--- src/yuyv_to_rgb_framebuffer_writer_core_defines.svh ---
// Assertion macros shared by the YUYV to RGB framebuffer writer RTL.
// Expects clk and rst_n in the scope of each use.
`ifndef YUYV_TO_RGB_FRAMEBUFFER_WRITER_CORE_DEFINES_SVH
`define YUYV_TO_RGB_FRAMEBUFFER_WRITER_CORE_DEFINES_SVH

// Same-cycle implication, disabled during reset
`define YRFW_ASSERT_NOW(label, cond, cons, msg) \
    label: assert property (@(posedge clk) disable iff (!rst_n) (cond) |-> (cons)) \
        else $error(msg);

// Next-cycle implication, disabled during reset
`define YRFW_ASSERT_NEXT(label, cond, cons, msg) \
    label: assert property (@(posedge clk) disable iff (!rst_n) (cond) |=> (cons)) \
        else $error(msg);

`endif

--- src/yrfw_pkg.sv ---
// Shared types and constants for the YUYV to RGB framebuffer writer.
// No dependencies.
package yrfw_pkg;

    localparam int DEF_MAX_FRAME_DIM = 4096;
    localparam int ADDR_W     = 28;
    localparam int BASE_W     = 27;   // pixel index bits kept before byte scaling
    localparam int PIX_W      = 24;
    localparam int DIM_W      = 13;
    localparam int OFS_W      = 12;
    localparam int CMP_W      = 14;   // holds any register value + 1 and the dim limit
    localparam int CFG_IDX_W  = 3;

    // Configuration register indexes
    typedef enum logic [CFG_IDX_W-1:0] {
        REG_FRAME_WIDTH  = 3'd0,
        REG_FRAME_HEIGHT = 3'd1,
        REG_SCREEN_WIDTH = 3'd2,
        REG_X_OFFSET     = 3'd3,
        REG_Y_OFFSET     = 3'd4,
        REG_PIXEL_MODE   = 3'd5
    } cfg_index_t;

    // Address terms and frame flag handed from address path to merge stage
    typedef struct packed {
        logic [BASE_W-1:0] row_term;
        logic [BASE_W-1:0] col_term;
        logic              eof;
    } addr_info_t;

endpackage

--- src/yrfw_lane.sv ---
// One pixel conversion lane: YUV to clamped RGB, packed as RGB565 or RGB888.
// Depends on yrfw_pkg. Two register stages, advanced by en.
module yrfw_lane
    import yrfw_pkg::*;
(
    input  logic             clk,
    input  logic             en,
    input  logic [7:0]       y,
    input  logic [7:0]       u,
    input  logic [7:0]       v,
    input  logic             pixel_mode,
    output logic [PIX_W-1:0] pix
);

    // Reciprocal scaling: floor(C*n/10000) == (n*ceil(C*2^SH/10000)) >> SH for n <= 128
    localparam int RECIP_SH = 21;
    localparam int K_W      = 22;
    localparam int PROD_W   = 29;
    localparam longint unsigned DIV  = 10000;
    localparam longint unsigned ONE  = longint'(1) << RECIP_SH;
    localparam longint unsigned K_RV = (14075 * ONE + DIV - 1) / DIV;
    localparam longint unsigned K_GU = (3455 * ONE + DIV - 1) / DIV;
    localparam longint unsigned K_GV = (7169 * ONE + DIV - 1) / DIV;
    localparam longint unsigned K_BU = (17790 * ONE + DIV - 1) / DIV;
    localparam logic [K_W-1:0] KRV = K_W'(K_RV);
    localparam logic [K_W-1:0] KGU = K_W'(K_GU);
    localparam logic [K_W-1:0] KGV = K_W'(K_GV);
    localparam logic [K_W-1:0] KBU = K_W'(K_BU);

    logic              u_neg, v_neg;
    logic [7:0]        mag_u, mag_v;
    logic [PROD_W-1:0] p_rv, p_gu, p_gv, p_bu;

    logic              u_neg_reg, v_neg_reg;
    logic [7:0]        y_reg;
    logic [7:0]        q_rv_reg, q_gu_reg, q_gv_reg, q_bu_reg;
    logic [PIX_W-1:0]  pix_reg, pix_next;

    logic [10:0]       off_r, off_gu, off_gv, off_b, y_ext;
    logic signed [10:0] r_s, g_s, b_s;
    logic [7:0]        r8, g8, b8;

    // Chroma magnitudes and reciprocal products
    assign u_neg = ~u[7];
    assign v_neg = ~v[7];
    assign mag_u = u[7] ? {1'b0, u[6:0]} : (8'd128 - u);
    assign mag_v = v[7] ? {1'b0, v[6:0]} : (8'd128 - v);
    assign p_rv  = PROD_W'(mag_v) * PROD_W'(KRV);
    assign p_gu  = PROD_W'(mag_u) * PROD_W'(KGU);
    assign p_gv  = PROD_W'(mag_v) * PROD_W'(KGV);
    assign p_bu  = PROD_W'(mag_u) * PROD_W'(KBU);

    // Stage 1: quotient magnitudes
    always_ff @(posedge clk)
    begin
        if (en)
        begin
            y_reg     <= y;
            u_neg_reg <= u_neg;
            v_neg_reg <= v_neg;
            q_rv_reg  <= p_rv[RECIP_SH+7:RECIP_SH];
            q_gu_reg  <= p_gu[RECIP_SH+7:RECIP_SH];
            q_gv_reg  <= p_gv[RECIP_SH+7:RECIP_SH];
            q_bu_reg  <= p_bu[RECIP_SH+7:RECIP_SH];
        end
    end

    // Signed offsets: R floors (a negative V term is never exact), G and B truncate
    assign y_ext  = {3'b000, y_reg};
    assign off_r  = v_neg_reg ? (11'd0 - {3'b000, q_rv_reg} - 11'd1) : {3'b000, q_rv_reg};
    assign off_gu = u_neg_reg ? (11'd0 - {3'b000, q_gu_reg}) : {3'b000, q_gu_reg};
    assign off_gv = v_neg_reg ? (11'd0 - {3'b000, q_gv_reg}) : {3'b000, q_gv_reg};
    assign off_b  = u_neg_reg ? (11'd0 - {3'b000, q_bu_reg}) : {3'b000, q_bu_reg};
    assign r_s    = $signed(y_ext + off_r);
    assign g_s    = $signed(y_ext - off_gu - off_gv);
    assign b_s    = $signed(y_ext + off_b);

    // Clamp to 0..255
    always_comb
    begin
        r8 = (r_s < 0) ? 8'd0 : ((r_s > 11'sd255) ? 8'd255 : r_s[7:0]);
        g8 = (g_s < 0) ? 8'd0 : ((g_s > 11'sd255) ? 8'd255 : g_s[7:0]);
        b8 = (b_s < 0) ? 8'd0 : ((b_s > 11'sd255) ? 8'd255 : b_s[7:0]);
        if (pixel_mode)
            pix_next = {r8, g8, b8};
        else
            pix_next = {8'd0, r8[7:3], g8[7:2], b8[7:3]};
    end

    // Stage 2: packed pixel
    always_ff @(posedge clk)
    begin
        if (en)
            pix_reg <= pix_next;
    end

    assign pix = pix_reg;

endmodule

--- src/yrfw_addr.sv ---
// Raster counters and framebuffer address terms for one YUYV pair.
// Depends on yrfw_pkg. Two register stages, advanced by en.
module yrfw_addr
    import yrfw_pkg::*;
#(
    parameter int MAX_FRAME_DIM = DEF_MAX_FRAME_DIM
)
(
    input  logic             clk,
    input  logic             rst_n,
    input  logic             accept,
    input  logic             en,
    input  logic [DIM_W-1:0] frame_width,
    input  logic [DIM_W-1:0] frame_height,
    input  logic [DIM_W-1:0] screen_width,
    input  logic [OFS_W-1:0] x_offset,
    input  logic [OFS_W-1:0] y_offset,
    output addr_info_t       info
);

    localparam int PCW = $clog2(MAX_FRAME_DIM / 2);
    localparam int RW  = $clog2(MAX_FRAME_DIM);
    localparam int YW  = ((RW > OFS_W) ? RW : OFS_W) + 1;
    localparam logic [CMP_W-1:0] MAX_PAIRS = CMP_W'(MAX_FRAME_DIM / 2);
    localparam logic [CMP_W-1:0] MAX_ROWS  = CMP_W'(MAX_FRAME_DIM);

    logic [PCW-1:0]    pair_column_reg, pair_column_next;
    logic [RW-1:0]     row_count_reg, row_count_next;
    logic [CMP_W-1:0]  pairs, rows;
    logic              last_pair, last_row;

    logic [YW-1:0]     row_sum_reg;
    logic [BASE_W-1:0] col1_reg;
    logic              eof1_reg;
    logic [BASE_W-1:0] prod_reg;
    logic [BASE_W-1:0] col2_reg;
    logic              eof2_reg;

    // Effective frame size in pairs and rows
    always_comb
    begin
        pairs = CMP_W'(frame_width[DIM_W-1:1]);
        if (pairs == '0)
            pairs = CMP_W'(1);
        if (pairs > MAX_PAIRS)
            pairs = MAX_PAIRS;
        rows = CMP_W'(frame_height);
        if (rows == '0)
            rows = CMP_W'(1);
        if (rows > MAX_ROWS)
            rows = MAX_ROWS;
    end

    assign last_pair = (CMP_W'(pair_column_reg) + CMP_W'(1)) >= pairs;
    assign last_row  = (CMP_W'(row_count_reg) + CMP_W'(1)) >= rows;

    // Counter advance
    always_comb
    begin
        pair_column_next = pair_column_reg;
        row_count_next   = row_count_reg;
        if (accept)
        begin
            if (last_pair)
            begin
                pair_column_next = '0;
                row_count_next   = last_row ? '0 : row_count_reg + RW'(1);
            end
            else
                pair_column_next = pair_column_reg + PCW'(1);
        end
    end

    always_ff @(posedge clk or negedge rst_n)
    begin
        if (!rst_n)
        begin
            pair_column_reg <= '0;
            row_count_reg   <= '0;
        end
        else
        begin
            pair_column_reg <= pair_column_next;
            row_count_reg   <= row_count_next;
        end
    end

    // Stage 1: row sum and column term
    always_ff @(posedge clk)
    begin
        if (en)
        begin
            row_sum_reg <= YW'(row_count_reg) + YW'(y_offset);
            col1_reg    <= BASE_W'({pair_column_reg, 1'b0}) + BASE_W'(x_offset);
            eof1_reg    <= last_pair & last_row;
        end
    end

    // Stage 2: row times screen width
    always_ff @(posedge clk)
    begin
        if (en)
        begin
            prod_reg <= BASE_W'(row_sum_reg) * BASE_W'(screen_width);
            col2_reg <= col1_reg;
            eof2_reg <= eof1_reg;
        end
    end

    assign info.row_term = prod_reg;
    assign info.col_term = col2_reg;
    assign info.eof      = eof2_reg;

endmodule

--- src/yrfw_merge.sv ---
// Merge stage: combines both lane pixels and the address into two output requests.
// Depends on yrfw_pkg and the assertion macro header.
`include "yuyv_to_rgb_framebuffer_writer_core_defines.svh"
module yrfw_merge
    import yrfw_pkg::*;
(
    input  logic             clk,
    input  logic             rst_n,
    input  logic             load,
    input  addr_info_t       info,
    input  logic [PIX_W-1:0] pix0,
    input  logic [PIX_W-1:0] pix1,
    input  logic             pixel_mode,
    output logic             load_ready,
    output logic             m_axis_tvalid,
    input  logic             m_axis_tready,
    output logic [55:0]      m_axis_tdata,   // byte_address[27:0], pixel_data[51:28], zero
    output logic             m_axis_tlast,   // second_of_pair
    output logic             m_axis_tuser    // end_of_frame
);

    logic              full_reg, full_next;
    logic              sel_reg, sel_next;
    logic [ADDR_W-1:0] addr0_reg, addr1_reg;
    logic [PIX_W-1:0]  pix0_reg, pix1_reg;
    logic              eof_reg;
    logic [BASE_W-1:0] base0, base1;
    logic [ADDR_W-1:0] addr0, addr1;
    logic              out_take;

    // Pixel index to byte address, modulo 2^28
    assign base0 = info.row_term + info.col_term;
    assign base1 = base0 + BASE_W'(1);
    assign addr0 = pixel_mode ? ADDR_W'({base0, 2'b00}) : ADDR_W'({base0, 1'b0});
    assign addr1 = pixel_mode ? ADDR_W'({base1, 2'b00}) : ADDR_W'({base1, 1'b0});

    assign out_take   = full_reg & m_axis_tready;
    assign load_ready = ~full_reg | (sel_reg & m_axis_tready);

    // Pair sequencing
    always_comb
    begin
        full_next = full_reg;
        sel_next  = sel_reg;
        if (load)
        begin
            full_next = 1'b1;
            sel_next  = 1'b0;
        end
        else if (out_take)
        begin
            if (sel_reg)
                full_next = 1'b0;
            else
                sel_next = 1'b1;
        end
    end

    always_ff @(posedge clk or negedge rst_n)
    begin
        if (!rst_n)
        begin
            full_reg <= 1'b0;
            sel_reg  <= 1'b0;
        end
        else
        begin
            full_reg <= full_next;
            sel_reg  <= sel_next;
        end
    end

    // Pair payload
    always_ff @(posedge clk)
    begin
        if (load)
        begin
            addr0_reg <= addr0;
            addr1_reg <= addr1;
            pix0_reg  <= pix0;
            pix1_reg  <= pix1;
            eof_reg   <= info.eof;
        end
    end

    assign m_axis_tvalid = full_reg;
    assign m_axis_tlast  = sel_reg;
    assign m_axis_tuser  = sel_reg & eof_reg;
    assign m_axis_tdata  = sel_reg ? {4'b0000, pix1_reg, addr1_reg}
                                   : {4'b0000, pix0_reg, addr0_reg};

    `YRFW_ASSERT_NEXT(a_second_follows, m_axis_tvalid && !m_axis_tlast && m_axis_tready, m_axis_tvalid && m_axis_tlast, "second pixel of pair missing")
    `YRFW_ASSERT_NEXT(a_drain_empty, m_axis_tvalid && m_axis_tlast && m_axis_tready && !load, !m_axis_tvalid, "pair delivered twice")
    `YRFW_ASSERT_NEXT(a_load_first, load, m_axis_tvalid && !m_axis_tlast, "new pair does not start on first pixel")

endmodule

--- src/yuyv_to_rgb_framebuffer_writer_core.sv ---
// Flow: an accepted request passes lane and address stages 1 and 2, then loads into the merge
// stage, which offers its first pixel; the second follows in the cycle after the first is taken.
// Throughput: a request every cycle until the output fills; sustained rate is set by the
// merge stage, one pixel per cycle while m_axis_tready is high on the single output channel.
// Reset: rst_n asynchronous active low; counters to zero, registers to 640x480, 640, 0, 0, RGB565.
// Top level; depends on yrfw_pkg, yrfw_lane, yrfw_addr, yrfw_merge.
module yuyv_to_rgb_framebuffer_writer_core
    import yrfw_pkg::*;
#(
    parameter int MAX_FRAME_DIM = DEF_MAX_FRAME_DIM
)
(
    input  logic                 clk,
    input  logic                 rst_n,
    input  logic                 cfg_we,
    input  logic [CFG_IDX_W-1:0] cfg_index,
    input  logic [DIM_W-1:0]     cfg_data,
    input  logic                 s_axis_tvalid,
    output logic                 s_axis_tready,
    input  logic [31:0]          s_axis_tdata,   // yuyv_word[31:0]
    output logic                 m_axis_tvalid,
    input  logic                 m_axis_tready,
    output logic [55:0]          m_axis_tdata,   // byte_address[27:0], pixel_data[51:28], zero
    output logic                 m_axis_tlast,   // second_of_pair
    output logic                 m_axis_tuser    // end_of_frame
);

    logic [DIM_W-1:0] frame_width_reg, frame_height_reg, screen_width_reg;
    logic [OFS_W-1:0] x_offset_reg, y_offset_reg;
    logic             pixel_mode_reg;

    logic             v1_reg, v2_reg;
    logic             adv, accept, load, load_ready;
    logic [PIX_W-1:0] pix0, pix1;
    addr_info_t       info;

    // Configuration registers
    always_ff @(posedge clk or negedge rst_n)
    begin
        if (!rst_n)
        begin
            frame_width_reg  <= DIM_W'(640);
            frame_height_reg <= DIM_W'(480);
            screen_width_reg <= DIM_W'(640);
            x_offset_reg     <= '0;
            y_offset_reg     <= '0;
            pixel_mode_reg   <= 1'b0;
        end
        else if (cfg_we)
        begin
            case (cfg_index)
                REG_FRAME_WIDTH:  frame_width_reg  <= cfg_data;
                REG_FRAME_HEIGHT: frame_height_reg <= cfg_data;
                REG_SCREEN_WIDTH: screen_width_reg <= cfg_data;
                REG_X_OFFSET:     x_offset_reg     <= cfg_data[OFS_W-1:0];
                REG_Y_OFFSET:     y_offset_reg     <= cfg_data[OFS_W-1:0];
                REG_PIXEL_MODE:   pixel_mode_reg   <= cfg_data[0];
                default:          ;
            endcase
        end
    end

    // Pipeline control: advance unless the last stage holds a pair the merge cannot take
    assign adv           = ~v2_reg | load_ready;
    assign s_axis_tready = adv;
    assign accept        = s_axis_tvalid & adv;
    assign load          = v2_reg & adv;

    always_ff @(posedge clk or negedge rst_n)
    begin
        if (!rst_n)
        begin
            v1_reg <= 1'b0;
            v2_reg <= 1'b0;
        end
        else if (adv)
        begin
            v1_reg <= s_axis_tvalid;
            v2_reg <= v1_reg;
        end
    end

    // Lane for the first pixel (Y0)
    yrfw_lane u_lane0 (
        .clk        (clk),
        .en         (adv),
        .y          (s_axis_tdata[7:0]),
        .u          (s_axis_tdata[15:8]),
        .v          (s_axis_tdata[31:24]),
        .pixel_mode (pixel_mode_reg),
        .pix        (pix0)
    );

    // Lane for the second pixel (Y1)
    yrfw_lane u_lane1 (
        .clk        (clk),
        .en         (adv),
        .y          (s_axis_tdata[23:16]),
        .u          (s_axis_tdata[15:8]),
        .v          (s_axis_tdata[31:24]),
        .pixel_mode (pixel_mode_reg),
        .pix        (pix1)
    );

    // Raster position and address terms
    yrfw_addr #(
        .MAX_FRAME_DIM (MAX_FRAME_DIM)
    ) u_addr (
        .clk          (clk),
        .rst_n        (rst_n),
        .accept       (accept),
        .en           (adv),
        .frame_width  (frame_width_reg),
        .frame_height (frame_height_reg),
        .screen_width (screen_width_reg),
        .x_offset     (x_offset_reg),
        .y_offset     (y_offset_reg),
        .info         (info)
    );

    // Output merge
    yrfw_merge u_merge (
        .clk           (clk),
        .rst_n         (rst_n),
        .load          (load),
        .info          (info),
        .pix0          (pix0),
        .pix1          (pix1),
        .pixel_mode    (pixel_mode_reg),
        .load_ready    (load_ready),
        .m_axis_tvalid (m_axis_tvalid),
        .m_axis_tready (m_axis_tready),
        .m_axis_tdata  (m_axis_tdata),
        .m_axis_tlast  (m_axis_tlast),
        .m_axis_tuser  (m_axis_tuser)
    );

endmodule
--- config.mk ---
export PLATFORM = sky130hd
export DESIGN_NAME = yuyv_to_rgb_framebuffer_writer_core
export DESIGN_NICKNAME = d
export VERILOG_FILES = /design/src/yrfw_pkg.sv /design/src/yrfw_lane.sv /design/src/yrfw_addr.sv /design/src/yrfw_merge.sv /design/src/yuyv_to_rgb_framebuffer_writer_core.sv
export VERILOG_INCLUDE_DIRS = /design/src /design/src/src
export SDC_FILE = /design/constraint.sdc
export NUM_CORES = 2
export LEC_CHECK = 0
export BUFFER_PORTS_ARGS = -buffer_cell sky130_fd_sc_hd__buf_2
export CORE_MARGIN = 2
export CORE_UTILIZATION = 40
export DETAILED_ROUTE_END_ITERATION = 8
export REMOVE_ABC_BUFFERS = 1
export SYNTH_ARGS = -nofsm -noshare
export SYNTH_HDL_FRONTEND = slang
export SYNTH_SLANG_ARGS = --single-unit
--- constraint.sdc ---
create_clock -name clk -period 12.9 [get_ports clk]
set_input_delay 3.87 -clock clk [delete_from_list [all_inputs] [get_ports clk]]
set_output_delay 3.87 -clock clk [all_outputs]
set_load 0.02 [all_outputs]
==> summary.md <==
| Metric | Value |
|---|---|
| Status | finished, final reports clean |
| Worst-path clk slew | roughly 0.06 ns |
| Ys Warns | 0 |
| Cts repair resizes | 0 |
| Final setup fails | 0 |
| Finished Cell Area | 0.0372 mm^2 |
| CP Launch Type | input port |
| Fillers | 7956 |
| FFs w/ async S/R, synth | between 20% and 30% |
| First-pass GRT wire length | 123000 um |
| DP HPWL | 59900 um |
| Die Area | 0.0874 mm^2 |
| Synth Area in Compound Gates | 9.34% |
| Synth Area in XOR/XNOR | 5.20% |
| Setup Buffers After CTS | 0 |
| I/O Buffers | between 100 and 150 |
| Ports | 113 |
| Number of global-route vias before repair | between 20000 and 25000 |
| Routability Congestion | between 0.8 and 0.9 |
| Post-synth EDFFs | 267 |
| Clock tree sinks | 357 |
| CP arrival | approximately 10 ns |
| Initial DRT Pass Iterations | 5 |
| Distinct cells, synth | 85 |
| Main combinational cell family by area after synthesis | adder cells |
| Max FO, Critical Path | 10 |
| H-tree levels | 2 |
| Avg Vias per Cell | 4.98 |
| Row Count | 106 |
| Sequential cell area fraction in the yosys report | 30.2% |
| Synth Flop Type | edfxtp_1 |
| Total wire length | 74500 um |
| Relative slew slack | between 20% and 30% |
| Core ar. | 0.0840 mm^2 |
| #FFs+latches synth | 357 |
| Final hold violations | 0 |
| Via count | 22900 |
| Die Span Y | 296 um |
| Cts hold-fix bufs | 0 |
| Final hold slack | 0.396 ns |
| Die X | 296 um |
| Largest net degree at the start of global routing | 92 |
| Initial antenna violation count | 11 |
| Clk_skew | about 0.027 ns |
| Layout Nets | 4184 |
| Worst slew pin tran | roughly 1.1 ns |
| CTS buffer count | 41 |
| GRT Residual Overflow | 0 |
| Crit Path Class | input port to flip-flop |
| Worst EP required | 13.21 ns |
| Share of cells above drive strength 1 | 10.5% |
| Routed wire per std cell | around 16 um |
| DR DRC count | 0 |
| Unrepaired setup endpoints after global routing | false |
| Post-synthesis adder-cell area fraction | 32.4% |
| Mapped Area | 0.0340 mm^2 |
| Initial Utilization | between 40 and 50% |
| Pins Over Slew Limit | 0 |
| Detail Route Antenna Nets | 0 |
| Setup TNS Final | 0 ns |
| Layout area overhead | 9.38% |
| Clk buf depth | 3 |
| Simple-Gate Fraction of Synth Area | 11.6% |
| Crit share post-route | 78.2% |
| Total global-route track usage | 17.6% |
| CTS tree | yes |
| Hold WC Path Type | flip-flop to flip-flop |
| Fmax | 99.1 MHz |
| CP Capture Type | flip-flop |
| MaxCap Viol Count | 0 |
| Area after DPL | 0.0358 mm^2 |
| Clock Latency Late Sink | 0.59 ns |
| CTS Root Cell | clkbuf_16 |
| Synthesized area per cell | 10.2 um^2 |
| Multiplexer area fraction after synthesis | 4.29% |
| Min Tclk post-route | between 10 and 15 ns |
| Mapped Cells | ~3300 |
| Number of DRC markers in iteration 0 | 940 |
-- critical path, stage by stage --
cell and delay, ns:
buf_2 0.27, inv_1 0.25, ha_1 0.29, a31oi_1 0.20, xor2_1 0.81, fa_1 0.62
inv_1 0.20, ha_1 0.28, fa_1 0.51, fa_1 0.43, ha_1 0.27, nor3_1 0.31
nor3_1 0.10, a211oi_1 0.35, a21oi_1 0.15, a211oi_1 0.46, a21oi_1 0.15, and2_1 0.23
a311oi_1 0.40, o21ba_2 0.19, xnor2_1 0.06
-- final timing paths --
check | from | end | slack [ns] | cells past startpoint
setup / recovery | s_axis_tdata[24] | u_lane1.q_rv_reg[7] | 2.81 | 21
hold / removal | u_addr.eof2_reg | u_merge.eof_reg | 0.40 | 0
setup reg to reg | u_addr.row_sum_reg[5] | u_addr.prod_reg[25] | 6.78 | 20
hold reg to reg | u_addr.eof2_reg | u_merge.eof_reg | 0.40 | 0
max in group asynchronous | rst_n | pixel_mode_reg | 8.51 | 2
min in group asynchronous | rst_n | y_offset_reg[11] | 3.19 | 1
-- placed cells by master (no fill, tap or decap), types with 24 or more instances in the layout --
cell type / netlist / routed
ha_1: 434 / 434
nor2b_1: 28 / 27
nor2_1: 170 / 170
nor3_1: 52 / 51
clkbuf_16: 0 / 41
buf_2: 1 / 106
xnor2_1: 134 / 134
o21a_1: 28 / 28
dfrtp_1: 82 / 80
and2_1: 80 / 80
nand2b_1: 36 / 36
edfxtp_1: 267 / 267
inv_1: 531 / 530
nand3_1: 58 / 58
xor2_1: 68 / 68
a31oi_1: 24 / 24
mux2_2: 120 / 120
nand2_1: 262 / 261
o21ai_0: 152 / 152
fa_1: 279 / 279
a21oi_1: 131 / 131
a21o_1: 43 / 43
-- final cells by class --
type	instances	area [um^2]	share of cell area, %
well taps	1134	1420	3.81
clock buffers	45	1050	2.82
inverters	531	1990	5.36
diodes	1	2.50	0.00672
flip-flops and latches	357	10300	27.6
multi-input cells	2364	21400	57.5
repair buffers	123	658	1.77
clock inverters	31	402	1.08
-- synth_stat cells (all sizes together) (6+ instances only) --
library cell | n | area, um^2
a211oi | 18 | 148
a21boi | 13 | 97.6
a21o | 44 | 332
a21oi | 132 | 664
a31oi | 25 | 171
and2 | 83 | 523
and3 | 18 | 116
and4 | 6 | 58.8
buf | 12 | 72.6
clkbuf | 77 | 319
dfrtp | 82 | 2050
dfstp | 8 | 210
edfxtp | 267 | 8020
fa | 279 | 5590
ha | 434 | 5430
inv | 531 | 1990
mux2 | 120 | 1350
mux2i | 11 | 110
nand2 | 262 | 983
nand2b | 36 | 225
nand3 | 58 | 290
nand4 | 15 | 93.8
nor2 | 170 | 638
nor2b | 28 | 175
nor3 | 52 | 260
nor4 | 15 | 93.8
o211ai | 9 | 67.6
o21a | 28 | 210
o21ai | 153 | 766
o21bai | 12 | 90.1
o22ai | 12 | 75.1
o31ai | 16 | 120
or2 | 12 | 75.1
or3 | 18 | 118
or4 | 9 | 71.3
xnor2 | 134 | 1170
xor2 | 68 | 596
-- through the flow --
step	util [%]	worst slack, ns	std cells
2_1_floorplan	-	1.37	3252
3_3_place_gp	42.6	2.31	4509
3_5_place_dp	42.6	2.18	4509
4_1_cts	44.3	2.81	4585
5_1_grt	44.3	2.31	4586
6_report	44.3	2.81	4586
-- kinds of logic after synthesis --
kind of cell    after synthesis
xor+xnor                    202
simple gates                805
mux                         131
fa+ha+maj                   713
other cells                   1
compound gates              508
flops                       357
buf+inv                     620
-- per-layer routing --
metal	GRT usage, %	part of all wire (%)
met5	0	0.16
met4	4.05	2.1
met3	2.77	4.2
met2	28.4	45
met1	24.9	49
Power is left out: the tool's default activity adds up to more than one toggle a clock period on the data nets, which glitch-free logic cannot reach.
